$ cat src/design/crep_pkg.sv
// ----------------------------------------------------------------------------
// crep_pkg
// Shared types and constants of the cache replacement directory.
// ----------------------------------------------------------------------------
`default_nettype none

package crep_pkg;

  // Default storage geometry
  localparam int MAX_ENTRIES_DEF = 16;
  localparam int KEY_BITS_DEF    = 32;

  // Fixed port widths
  localparam int KEY_W         = 32;
  localparam int SLOT_BITS     = 4;
  localparam int ADDR_BITS     = 3;
  localparam int DATA_BITS     = 32;
  localparam int POLICY_BITS   = 2;
  localparam int CAPACITY_BITS = 5;

  // Register indexes (word address)
  localparam logic [ADDR_BITS-3:0] REG_POLICY   = 1'b0;
  localparam logic [ADDR_BITS-3:0] REG_CAPACITY = 1'b1;

  // Policy codes; any other code runs as FIFO
  localparam logic [POLICY_BITS-1:0] POL_FIFO  = 2'd0;
  localparam logic [POLICY_BITS-1:0] POL_LRU   = 2'd1;
  localparam logic [POLICY_BITS-1:0] POL_CLOCK = 2'd2;

  // Reset values of the registers
  localparam logic [POLICY_BITS-1:0]   POLICY_RESET   = POL_FIFO;
  localparam logic [CAPACITY_BITS-1:0] CAPACITY_RESET = 5'd16;

  typedef struct packed {
    logic [POLICY_BITS-1:0]   policy;
    logic [CAPACITY_BITS-1:0] capacity;
  } cfg_t;

  typedef enum logic [3:0] {
    ST_IDLE,
    ST_NORM,
    ST_SRCH,
    ST_CMP,
    ST_ACT,
    ST_SH_RD,
    ST_SH_WR,
    ST_SWEEP,
    ST_DONE
  } state_t;

endpackage

`default_nettype wire

$ cat src/design/crep_key_ram.sv
// ----------------------------------------------------------------------------
// crep_key_ram
// Key store: one write port, one read port, registered read data.
// ----------------------------------------------------------------------------
`default_nettype none

module crep_key_ram #(
  parameter int DEPTH = 16,
  parameter int WIDTH = 32,
  parameter int AW    = 4
) (
  input  wire logic             clk,
  input  wire logic             we,
  input  wire logic [AW-1:0]    waddr,
  input  wire logic [WIDTH-1:0] wdata,
  input  wire logic [AW-1:0]    raddr,
  output logic      [WIDTH-1:0] rdata
);

  logic [WIDTH-1:0] mem [DEPTH];

  always_ff @(posedge clk) begin
    if (we) begin
      mem[waddr] <= wdata;
    end
  end

  always_ff @(posedge clk) begin
    rdata <= mem[raddr];
  end

endmodule

`default_nettype wire

$ cat src/design/crep_cfg.sv
// ----------------------------------------------------------------------------
// crep_cfg
// APB register file holding the replacement policy and the capacity.
// ----------------------------------------------------------------------------
`default_nettype none

module crep_cfg
  import crep_pkg::*;
(
  input  wire logic                 clk,
  input  wire logic                 rst,
  input  wire logic                 psel,
  input  wire logic                 penable,
  input  wire logic                 pwrite,
  input  wire logic [ADDR_BITS-1:0] paddr,
  input  wire logic [DATA_BITS-1:0] pwdata,
  output logic      [DATA_BITS-1:0] prdata,
  output logic                      pready,
  output cfg_t                      cfg
);

  logic wr_en;

  assign pready = 1'b1;
  assign wr_en  = psel && penable && pwrite;

  always_ff @(posedge clk) begin
    if (rst) begin
      cfg.policy   <= POLICY_RESET;
      cfg.capacity <= CAPACITY_RESET;
    end else if (wr_en) begin
      unique case (paddr[ADDR_BITS-1:2])
        REG_POLICY:   cfg.policy   <= pwdata[POLICY_BITS-1:0];
        REG_CAPACITY: cfg.capacity <= pwdata[CAPACITY_BITS-1:0];
        default: ;
      endcase
    end
  end

  always_comb begin
    unique case (paddr[ADDR_BITS-1:2])
      REG_POLICY:   prdata = DATA_BITS'(cfg.policy);
      REG_CAPACITY: prdata = DATA_BITS'(cfg.capacity);
      default:      prdata = '0;
    endcase
  end

endmodule

`default_nettype wire

$ cat src/design/cache_replacement_fifo_lru_clock.sv
// Steps per item: fold the hand into the capacity, search the filled entries, then an LRU
//   move of the entries behind the hit or the oldest, or a CLOCK sweep over set bits.
// Flow: one item in flight; the next is accepted in the idle state after the result loads.
// Reset (synchronous): fill count, hand, reference bits and handshakes clear;
//   the key store is not cleared, entries past the fill count are never read.
// ----------------------------------------------------------------------------
// cache_replacement_fifo_lru_clock
// Fully associative directory with FIFO, LRU and CLOCK replacement.
// ----------------------------------------------------------------------------
`default_nettype none

module cache_replacement_fifo_lru_clock
  import crep_pkg::*;
#(
  parameter int MAX_ENTRIES = MAX_ENTRIES_DEF,
  parameter int KEY_BITS    = KEY_BITS_DEF
) (
  input  wire logic                 clk,
  input  wire logic                 rst,
  input  wire logic                 psel,
  input  wire logic                 penable,
  input  wire logic                 pwrite,
  input  wire logic [ADDR_BITS-1:0] paddr,
  input  wire logic [DATA_BITS-1:0] pwdata,
  output logic      [DATA_BITS-1:0] prdata,
  output logic                      pready,
  input  wire logic                 key_valid,
  output logic                      key_ready,
  input  wire logic [KEY_W-1:0]     key,
  output logic                      res_valid,
  input  wire logic                 res_ready,
  output logic                      hit,
  output logic      [SLOT_BITS-1:0] slot
);

  localparam int IW = (MAX_ENTRIES > 1) ? $clog2(MAX_ENTRIES) : 1;
  localparam int CW = $clog2(MAX_ENTRIES + 1);

  cfg_t cfg;

  state_t state, state_next;

  logic [KEY_BITS-1:0]    cur_key;
  logic [CW-1:0]          cur_cap;
  logic [POLICY_BITS-1:0] cur_policy;
  logic [CW-1:0]          fill_count;
  logic [IW-1:0]          hand;
  logic [MAX_ENTRIES-1:0] ref_bits;
  logic [CW-1:0]          scan_idx;
  logic                   found_hit;
  logic [IW-1:0]          found_idx;
  logic [IW-1:0]          shift_idx;
  logic [IW-1:0]          slot_sel;
  logic                   res_hit;
  logic [IW-1:0]          res_slot;

  logic                   mem_we;
  logic [IW-1:0]          mem_waddr;
  logic [KEY_BITS-1:0]    mem_wdata;
  logic [IW-1:0]          mem_raddr;
  logic [KEY_BITS-1:0]    mem_rdata;

  logic [CW-1:0]          cap_eff;
  logic [CW-1:0]          hand_inc;
  logic [IW-1:0]          hand_adv;
  logic                   full;
  logic                   is_lru;
  logic                   is_clock;
  logic                   hand_wrap;
  logic                   match;
  logic                   sh_more;
  logic                   accept;
  logic                   out_free;

  crep_cfg u_cfg (
    .clk     (clk),
    .rst     (rst),
    .psel    (psel),
    .penable (penable),
    .pwrite  (pwrite),
    .paddr   (paddr),
    .pwdata  (pwdata),
    .prdata  (prdata),
    .pready  (pready),
    .cfg     (cfg)
  );

  crep_key_ram #(
    .DEPTH (MAX_ENTRIES),
    .WIDTH (KEY_BITS),
    .AW    (IW)
  ) u_key_ram (
    .clk   (clk),
    .we    (mem_we),
    .waddr (mem_waddr),
    .wdata (mem_wdata),
    .raddr (mem_raddr),
    .rdata (mem_rdata)
  );

  // Clamp the configured capacity to 1..MAX_ENTRIES
  always_comb begin
    if (cfg.capacity == '0) begin
      cap_eff = CW'(1);
    end else if (int'(cfg.capacity) > MAX_ENTRIES) begin
      cap_eff = CW'(MAX_ENTRIES);
    end else begin
      cap_eff = CW'(cfg.capacity);
    end
  end

  assign hand_inc  = CW'(hand) + CW'(1);
  assign hand_adv  = (hand_inc == cur_cap) ? '0 : IW'(hand_inc);
  assign hand_wrap = CW'(hand) >= cur_cap;
  assign full      = fill_count == cur_cap;
  assign is_lru    = cur_policy == POL_LRU;
  assign is_clock  = cur_policy == POL_CLOCK;
  assign match     = mem_rdata == cur_key;
  assign sh_more   = (CW'(shift_idx) + CW'(1)) < fill_count;
  assign key_ready = state == ST_IDLE;
  assign accept    = key_valid && key_ready;
  assign out_free  = !res_valid || res_ready;
  assign hit       = res_hit;
  assign slot      = SLOT_BITS'(res_slot);

  always_ff @(posedge clk) begin
    if (rst) begin
      state <= ST_IDLE;
    end else begin
      state <= state_next;
    end
  end

  always_comb begin
    state_next = state;
    unique case (state)
      ST_IDLE:  if (key_valid) state_next = ST_NORM;
      ST_NORM:  if (!hand_wrap) state_next = ST_SRCH;
      ST_SRCH:  state_next = (scan_idx < fill_count) ? ST_CMP : ST_ACT;
      ST_CMP:   state_next = match ? ST_ACT : ST_SRCH;
      ST_ACT: begin
        if (is_lru && (found_hit || full)) begin
          state_next = ST_SH_RD;
        end else if (is_clock && !found_hit && full) begin
          state_next = ST_SWEEP;
        end else begin
          state_next = ST_DONE;
        end
      end
      ST_SH_RD: state_next = sh_more ? ST_SH_WR : ST_DONE;
      ST_SH_WR: state_next = ST_SH_RD;
      ST_SWEEP: if (!ref_bits[hand]) state_next = ST_DONE;
      ST_DONE:  if (out_free) state_next = ST_IDLE;
      default:  state_next = ST_IDLE;
    endcase
  end

  // Key store port control
  always_comb begin
    mem_we    = 1'b0;
    mem_waddr = '0;
    mem_wdata = cur_key;
    mem_raddr = '0;
    unique case (state)
      ST_SRCH: mem_raddr = IW'(scan_idx);
      ST_ACT: begin
        if (!found_hit && !full) begin
          mem_we    = 1'b1;
          mem_waddr = IW'(fill_count);
        end else if (!found_hit && !is_lru && !is_clock) begin
          mem_we    = 1'b1;
          mem_waddr = hand;
        end
      end
      ST_SH_RD: begin
        if (sh_more) begin
          mem_raddr = IW'(CW'(shift_idx) + CW'(1));
        end else begin
          mem_we    = 1'b1;
          mem_waddr = IW'(fill_count - CW'(1));
        end
      end
      ST_SH_WR: begin
        mem_we    = 1'b1;
        mem_waddr = shift_idx;
        mem_wdata = mem_rdata;
      end
      ST_SWEEP: begin
        if (!ref_bits[hand]) begin
          mem_we    = 1'b1;
          mem_waddr = hand;
        end
      end
      default: ;
    endcase
  end

  // Control state
  always_ff @(posedge clk) begin
    if (rst) begin
      fill_count <= '0;
      hand       <= '0;
      ref_bits   <= '0;
      res_valid  <= 1'b0;
    end else begin
      if (res_valid && res_ready && state != ST_DONE) begin
        res_valid <= 1'b0;
      end
      unique case (state)
        ST_IDLE: begin
          if (accept && fill_count > cap_eff) begin
            fill_count <= cap_eff;
          end
        end
        ST_NORM: begin
          if (hand_wrap) begin
            hand <= hand - IW'(cur_cap);
          end
        end
        ST_ACT: begin
          if (!found_hit && !full) begin
            ref_bits[IW'(fill_count)] <= 1'b0;
            fill_count                <= fill_count + CW'(1);
          end else if (found_hit) begin
            if (is_clock) begin
              ref_bits[found_idx] <= 1'b1;
            end
          end else if (!is_lru && !is_clock) begin
            hand <= hand_adv;
          end
        end
        ST_SWEEP: begin
          ref_bits[hand] <= 1'b0;
          hand           <= hand_adv;
        end
        ST_DONE: begin
          if (out_free) begin
            res_valid <= 1'b1;
          end
        end
        default: ;
      endcase
    end
  end

  // Per-item working registers and result payload
  always_ff @(posedge clk) begin
    unique case (state)
      ST_IDLE: begin
        if (accept) begin
          cur_key    <= KEY_BITS'(key);
          cur_cap    <= cap_eff;
          cur_policy <= cfg.policy;
          scan_idx   <= '0;
          found_hit  <= 1'b0;
        end
      end
      ST_CMP: begin
        if (match) begin
          found_hit <= 1'b1;
          found_idx <= IW'(scan_idx);
        end else begin
          scan_idx <= scan_idx + CW'(1);
        end
      end
      ST_ACT: begin
        shift_idx <= found_hit ? found_idx : '0;
        if (!found_hit && !full) begin
          slot_sel <= IW'(fill_count);
        end else if (found_hit) begin
          slot_sel <= found_idx;
        end else begin
          slot_sel <= hand;
        end
      end
      ST_SH_RD: begin
        if (!sh_more) begin
          slot_sel <= IW'(fill_count - CW'(1));
        end
      end
      ST_SH_WR: shift_idx <= shift_idx + IW'(1);
      ST_SWEEP: begin
        if (!ref_bits[hand]) begin
          slot_sel <= hand;
        end
      end
      ST_DONE: begin
        if (out_free) begin
          res_hit  <= found_hit;
          res_slot <= slot_sel;
        end
      end
      default: ;
    endcase
  end

  // One item in flight: no new item right after an accept
  a_one_item: assert property (@(posedge clk) disable iff (rst)
    accept |=> !key_ready)
    else $error("item accepted while another is in flight");

  // The fill count stays within the clamped capacity during the search
  a_fill_bound: assert property (@(posedge clk) disable iff (rst)
    (state == ST_SRCH) |-> (fill_count <= cur_cap))
    else $error("fill count above capacity during search");

  // The clock hand stays inside the capacity while sweeping
  a_hand_bound: assert property (@(posedge clk) disable iff (rst)
    (state == ST_SWEEP) |-> (CW'(hand) < cur_cap))
    else $error("clock hand outside capacity");

  // A finished item reaches the output register
  a_result_load: assert property (@(posedge clk) disable iff (rst)
    (state == ST_DONE) && out_free |=> res_valid && key_ready)
    else $error("finished item not presented");

endmodule

`default_nettype wire
$ cat config.mk
export PLATFORM = sky130hd
export DESIGN_NAME = cache_replacement_fifo_lru_clock
export DESIGN_NICKNAME = d
export VERILOG_FILES = /design/src/design/crep_pkg.sv /design/src/design/crep_key_ram.sv /design/src/design/crep_cfg.sv /design/src/design/cache_replacement_fifo_lru_clock.sv
export SDC_FILE = /design/constraint.sdc
export NUM_CORES = 1
export LEC_CHECK = 0
export BUFFER_PORTS_ARGS = -buffer_cell sky130_fd_sc_hd__buf_2
export CAP_MARGIN = 20
export CORE_MARGIN = 2
export CORE_UTILIZATION = 45
export CTS_CLUSTER_DIAMETER = 30
export CTS_CLUSTER_SIZE = 25
export DETAILED_ROUTE_END_ITERATION = 6
export GPL_ROUTABILITY_DRIVEN = 0
export HOLD_SLACK_MARGIN = 0.02
export SYNTH_ARGS = -nofsm -noshare
export SYNTH_HDL_FRONTEND = slang
export SYNTH_HIERARCHICAL = 1
export SYNTH_SLANG_ARGS = --single-unit
$ cat constraint.sdc
create_clock -name clk -period 11.1 [get_ports clk]
set_input_delay 1.11 -clock clk [delete_from_list [all_inputs] [get_ports clk]]
set_output_delay 1.11 -clock clk [all_outputs]
set_load 0.005 [all_outputs]
# After elaboration in Yosys (flattened, before gate mapping)
# Memory sizes are Yosys's and may differ from the RTL's. A register that Yosys moved wholly into a read port is not among the register bits.
# Index checks and enable logic that the tools add are counted.
[totals] memories=1 ramBits=512 reg_bits=99 word_cells=180 output_inout_bits=40
[memory_table] memory="u_key_ram.mem" depth=16 word_bits=32 read_ports=1 rd_ports_with_merged_regs=1 wr=1 line_no="crep_key_ram.sv:20" text="logic [WIDTH-1:0] mem [DEPTH];"
[op_classes] n_bitwise=6 n_eq_ne=30 order_cmp=11 n_addsub=7 n_reduce_logical=43 mux=65
[op_table] op="two-way mux 4 bit" count=22
[op_table] op="one-hot mux 32 bit (2 select lines)" count=1
[op_table] op="two-way mux 16 bit" count=3
[op_table] op="one-hot mux 4 bit (9 select lines)" count=1
[op_table] op="AND 16 bit" count=2
[op_table] op="equality test 32 bit" count=1
[op_table] op="two-way mux 32 bit" count=1
[op_table] op="inverter 16 bit" count=2
[op_table] op="one-hot mux 16 bit (2 select lines)" count=1
[op_table] op="two-way mux 5 bit" count=6
[op_table] op="!= test 2 bit (second input constant)" count=12
[op_table] op="one-hot mux 4 bit (3 select lines)" count=2
[op_table] op="one-hot mux 5 bit (2 select lines)" count=2
[op_table] op="equality test 4 x 3 -> 1 bit (second input constant)" count=4
[op_table] op="logical AND 1 bit" count=16
[op_table] op="OR 16 bit" count=1
[op_table] op="one-hot mux 4 bit (2 select lines)" count=2
[op_table] op="one-hot mux 4 bit (4 select lines)" count=1
[op_table] op="< comparator 4 x 5 -> 1 bit (second input constant)" count=3
[op_table] op="two-way mux 1 bit" count=15
[op_table] op="AND reduction 3 bit" count=5
[op_table] op="demux 1 bit (select 4 bit)" count=3
[op_table] op=">= comparator 4 x 1 -> 1 bit (second input constant)" count=3
[op_table] op="adder 4 x 1 -> 5 bit (second input constant)" count=2
[op_table] op="other kinds (31)" count=51

# Depth between registers and ports, before layout
[logic_depth] depth_word=9 depth_mapped=13 mapped_depth_nobuf=11

# Hierarchy
# The synthesis kept the hierarchy.
[modules_own_cells] mod="crep_key_ram" n_inst=1 area_each_um2=19836.5 cells_per_inst=838 seq_area_each_um2=16015.4
[modules_own_cells] mod="cache_replacement_fifo_lru_clock" n_inst=1 area_each_um2=6012.0 cells_per_inst=588 seq_area_each_um2=2462.4
[modules_own_cells] mod="crep_cfg" n_inst=1 area_each_um2=576.8 cells_per_inst=65 seq_area_each_um2=140.1

# Least setup slack after synthesis
# No wires, ideal clock.
[synth_path] path_kind="register to register" from="register shift_idx[0]" to="memory u_key_ram.mem[0][0], enable pin" setup_slack_ns=5.932 period_less_slack_ns=5.168 t_required_ns=10.639 t_arrival_ns=4.707 path_buffers=0 path_stages_with_launch=11 setup_time_ns=0.461 cell_sequence="edfxtp_1 ha_1 xor2_1 ha_1 a21oi_1 o21ai_1 a21oi_1 o211ai_1 o21bai_1 or3b_2 nor3_1"
[synth_rtl] element="from (decl)" line_no="cache_replacement_fifo_lru_clock.sv:52" text="logic [IW-1:0] shift_idx;"
[synth_rtl] element="from (signal assigned)" line_no="cache_replacement_fifo_lru_clock.sv:267" text="shift_idx <= found_hit ? found_idx : '0;"
[synth_rtl] element="from (signal assigned)" line_no="cache_replacement_fifo_lru_clock.sv:281" text="ST_SH_WR: shift_idx <= shift_idx + IW'(1);"
[synth_rtl] element="adder 4 x 1 -> 5 bit"
[synth_rtl] element="< comparator 5 bit" line_no="cache_replacement_fifo_lru_clock.sv:119" text="assign sh_more = (CW'(shift_idx) + CW'(1)) < fill_count;"
[synth_rtl] element="two-way mux 4 bit" line_no="cache_replacement_fifo_lru_clock.sv:176" text="if (sh_more) begin"
[synth_rtl] element="one-hot mux 4 bit (4 select lines)" line_no="cache_replacement_fifo_lru_clock.sv:164" text="unique case (state)"
[synth_rtl] element="net mem_waddr[2]" line_no="cache_replacement_fifo_lru_clock.sv:58" text="logic [IW-1:0] mem_waddr;"
[synth_rtl] element="to (decl)" line_no="crep_key_ram.sv:20"
# The timed path passes the listed nets, and every way through them passes these cells.

# Final worst setup path
[layout_path] from="register fill_count[2]" to="register u_key_ram.rdata[21], read port of u_key_ram.mem"
[layout_via] elab_chain_cells=3
[layout_rtl] element="from (decl)" line_no="cache_replacement_fifo_lru_clock.sv:46" text="logic [CW-1:0] fill_count;"
[layout_rtl] element="from (signal assigned)" line_no="cache_replacement_fifo_lru_clock.sv:212" text="fill_count <= cap_eff;"
[layout_rtl] element="from (signal assigned)" line_no="cache_replacement_fifo_lru_clock.sv:223" text="fill_count <= fill_count + CW'(1);"
[layout_rtl] element="< comparator 5 bit" line_no="cache_replacement_fifo_lru_clock.sv:119"
[layout_rtl] element="two-way mux 4 bit" line_no="cache_replacement_fifo_lru_clock.sv:176"
[layout_rtl] element="one-hot mux 4 bit (2 select lines)" line_no="cache_replacement_fifo_lru_clock.sv:164"
[layout_rtl] element="net mem_raddr[0]" line_no="cache_replacement_fifo_lru_clock.sv:60" text="logic [IW-1:0] mem_raddr;"
[layout_rtl] element="to (decl)" line_no="crep_key_ram.sv:17" text="output logic [WIDTH-1:0] rdata"
# The timed path passes the listed nets, and every way through them passes these cells.
# A chain may end at the register's enable or synchronous reset.

==> impl_results.md <==
- Worst path slowest cell: dfxtp_1
- CP Cell Sequence: inv_1 -> ha_1 -> a21oi_1 -> o21ai_1 -> a21oi_1 -> o21ai_0 -> o21ai_4 -> buf_4 -> buf_12 -> mux4_2 -> a22oi_1 -> nand2_1
- Final setup viols: 0
- NumNets Final: around 1.7k
- Hold Vio Cnt, Final: 0
- Synth top cells by count: 574 x edfxtp_1, 130 x mux4_2, 76 x nand2_1, 69 x dfxtp_1, 68 x a22oi_1
- Share of the synthesized area in the top cell type: 65.23%
- Final Total Pwr: 0.006748 W
- Worst Path Max Fanout: 97
- Crit path capture type: register
- Synth unique cells: 77
- Max-cap violation count: 0
- CTS Root Cell: clkbuf_16
- Port Buffer Count: 56
- Most frequent cell after synthesis: edfxtp_1
- Post-Syn Area: 26430 um2
- Bufs and invs on worst path: 3
- Routed Antenna Nets: 0
- Number of synthesized register bits: 643
- Ranking of synthesized cells by area: edfxtp_1 65%, mux4_2 11%, dfxtp_1 5.2%, a22oi_1 1.9%, mux2_2 1.6%
- Fillers: about 4.5k
- Vias per std cell: 5.730
- Sw frac: a little under a quarter
- Min-Delay Path Class: register to register
- NetSw: 0.001529 W
- Die width: 246.3 um
- Ys flop type: edfxtp_1
- CTS tree: yes
- Clock slew at reported path FFs: 0.05 ns
- Setup TNS: 0 ns
- Clock Path Buffers: 3
- Area grow syn2layout: 19.84%
- Sequential share of the synthesized area: between 70% and 80%
- GRT Resource Usage Total: 20.71%
- Setup Fix Bufs, Post-CTS: 0
- Clock power share: 52.2%
- Unrepaired setup endpoints after global routing: no
- CTS resizes: 0
- Setup crit start kind: register
- Async SR Flop Fraction: 0%
- Leak: 10.54 nW
- Post-synth EDFFs: 574
- WL per Instance: 24.69 um
- DRT iter0 DRCs: about 1.3k
- Antenna Diode Count: 0
- CTS Hold Bufs: 0
- Total Wirelength: 61.65 mm
- H-tree Lvls: 3
- Hold slack: 0.4166 ns
- Mean Syn Cell Area: 17.72 um2
- First-pass GRT wire length: 92.19 mm
- Cell Int Power: ~0.0052 W
- Pre-antenna DRT Iters: 5
- CP arrival: 5.47 ns
- Number of global-route vias before repair: 14.80k
- Vias: 14.31k
- Initial antenna violation count: 0
- Core Area: 57920 um2
- Relative slew slack: between 30% and 40%
- Worst-Margin Slew: approximately 0.95 ns
- Peak VDD IR: around 0.00021 V
- Seq pwr share: 41.6%
- PD cells: 213.1 nW/um2
- Starting Density: around 46%
- Final Cycle Share: 44.51%
- Die Span Y: 246.3 um
- Cells after synthesis: 1491
- DRC: 0
- Combinational power share: under 10%
- Area leader, netlist: edfxtp_1
- Final min period: 4.941 ns
- CP required: ~12 ns
- Io pins: roughly 110
- Setup CP Type: register to register
- Pin count of the biggest net entering global routing: 98
- Clock latency on the worst-skew pair: 0.67 ns
- Most frequent CP cell: a21oi_1
- Slowest Stage Delay on Critical Path: 0.81 ns
- Yosys Warn Count: 6
- CTS buffer count: 119
- Clk sinks: 643
- Crit-path leading delay family: buffers and inverters
- Final Skew: 0.03094 ns
- Max Freq: 202.4 MHz
- Status: complete, no violations
- Share of layout cells above drive strength 1: 28.18%
- Row Count: 88
- DPL Wire Length: between 30 and 40 mm
- Gr ovfl total: 0
- Die area: 60680 um2
- Slew Viols, Final: 0
==> registers in the layout (all words and copies together), names as in the netlist, 5 cells and up <==
signal,count
fill_count,5
u_cfg/cfg,7
scan_idx,5
u_key_ram/mem,512
cur_cap,5
ref_bits,16
cur_key,32
u_key_ram/rdata,32
==> power groups by stage <==
stage / sequential (W) / clock [W] / combinational (W)
6_report: 0.00281 / 0.00352 / 0.000420
4_1_cts: 0.00280 / 0.00357 / 0.000424
5_1_grt: 0.00281 / 0.00369 / 0.000462
3_5_place_dp: 0.00285 / 0 / 0.000421
3_3_place_gp: 0.00285 / 0 / 0.000411
2_1_floorplan: 0.00283 / 0 / 0.000304
==> final timing paths <==
path                                    start             endpoint  slack [ns]  cells after the start
worst min-delay path              slot_sel[1]              slot[1]        0.42                      0
worst min register to register    slot_sel[1]              slot[1]        0.42                      0
worst max register to register  fill_count[2]  u_key_ram/rdata[21]        6.16                     12
worst max-delay path            fill_count[2]  u_key_ram/rdata[21]        6.16                     12
==> layout by cell type, fill, tap and decap left out, drive strengths merged, types with 19 or more instances in the layout <==
master  count
buf        89
clkinv     55
a22oi      68
clkbuf    140
nand2      76
dfxtp      69
ha         29
mux4      134
conb       28
edfxtp    574
xor2       45
mux2       38
nand2b     20
a21oi      39
inv        34
o21ai      24
nor2       55
nor3       19
==> final cells by class <==
| class | count | area [um2] | share of cell area (%) |
|---|---|---|---|
| Sequential cell | 643 | 18620 | 58.79 |
| Clock buffer | 140 | 3118 | 9.846 |
| Inverter | 28 | 105.1 | 0.3319 |
| Tap cell | 765 | 957.2 | 3.022 |
| Clock inverter | 87 | 915.9 | 2.892 |
| Timing Repair Buffer | 89 | 555.5 | 1.754 |
| Multi-Input combinational cell | 745 | 7400 | 23.37 |
==> stage by stage <==
step | util (%) | cell area [um2] | setup slack (ns) | std cells
5_1_grt | 54.68 | 31670 | 5.782 | 2497
4_1_cts | 54.67 | 31660 | 6.105 | 2496
3_3_place_gp | 47.65 | 27600 | 6.135 | 2267
6_report | 54.68 | 31670 | 6.159 | 2497
2_1_floorplan | - | 26520 | 5.932 | 1517
3_5_place_dp | 47.71 | 27630 | 6.157 | 2269
==> logic make-up after synthesis <==
| kind of cell | Yosys count | share of synthesized area, % |
|---|---|---|
| compound gates | 212 | 5.625 |
| mux | 186 | 13.69 |
| simple gates | 239 | 4.564 |
| other cells | 2 | 0.02842 |
| buf+inv | 129 | 2.533 |
| flops | 643 | 70.45 |
| fa+ha+maj | 30 | 1.449 |
| xor+xnor | 50 | 1.657 |
==> per-layer routing <==
metal	routed length (um)	GRT usage (%)	vias to the layer above
met3	3386	3.965	82
li1	-	-	6265
met2	30590	34.35	471
met4	1112	5.882	0
met1	26560	28.01	7489
met5	0	0	-
(Power assumes the default switching activity.)
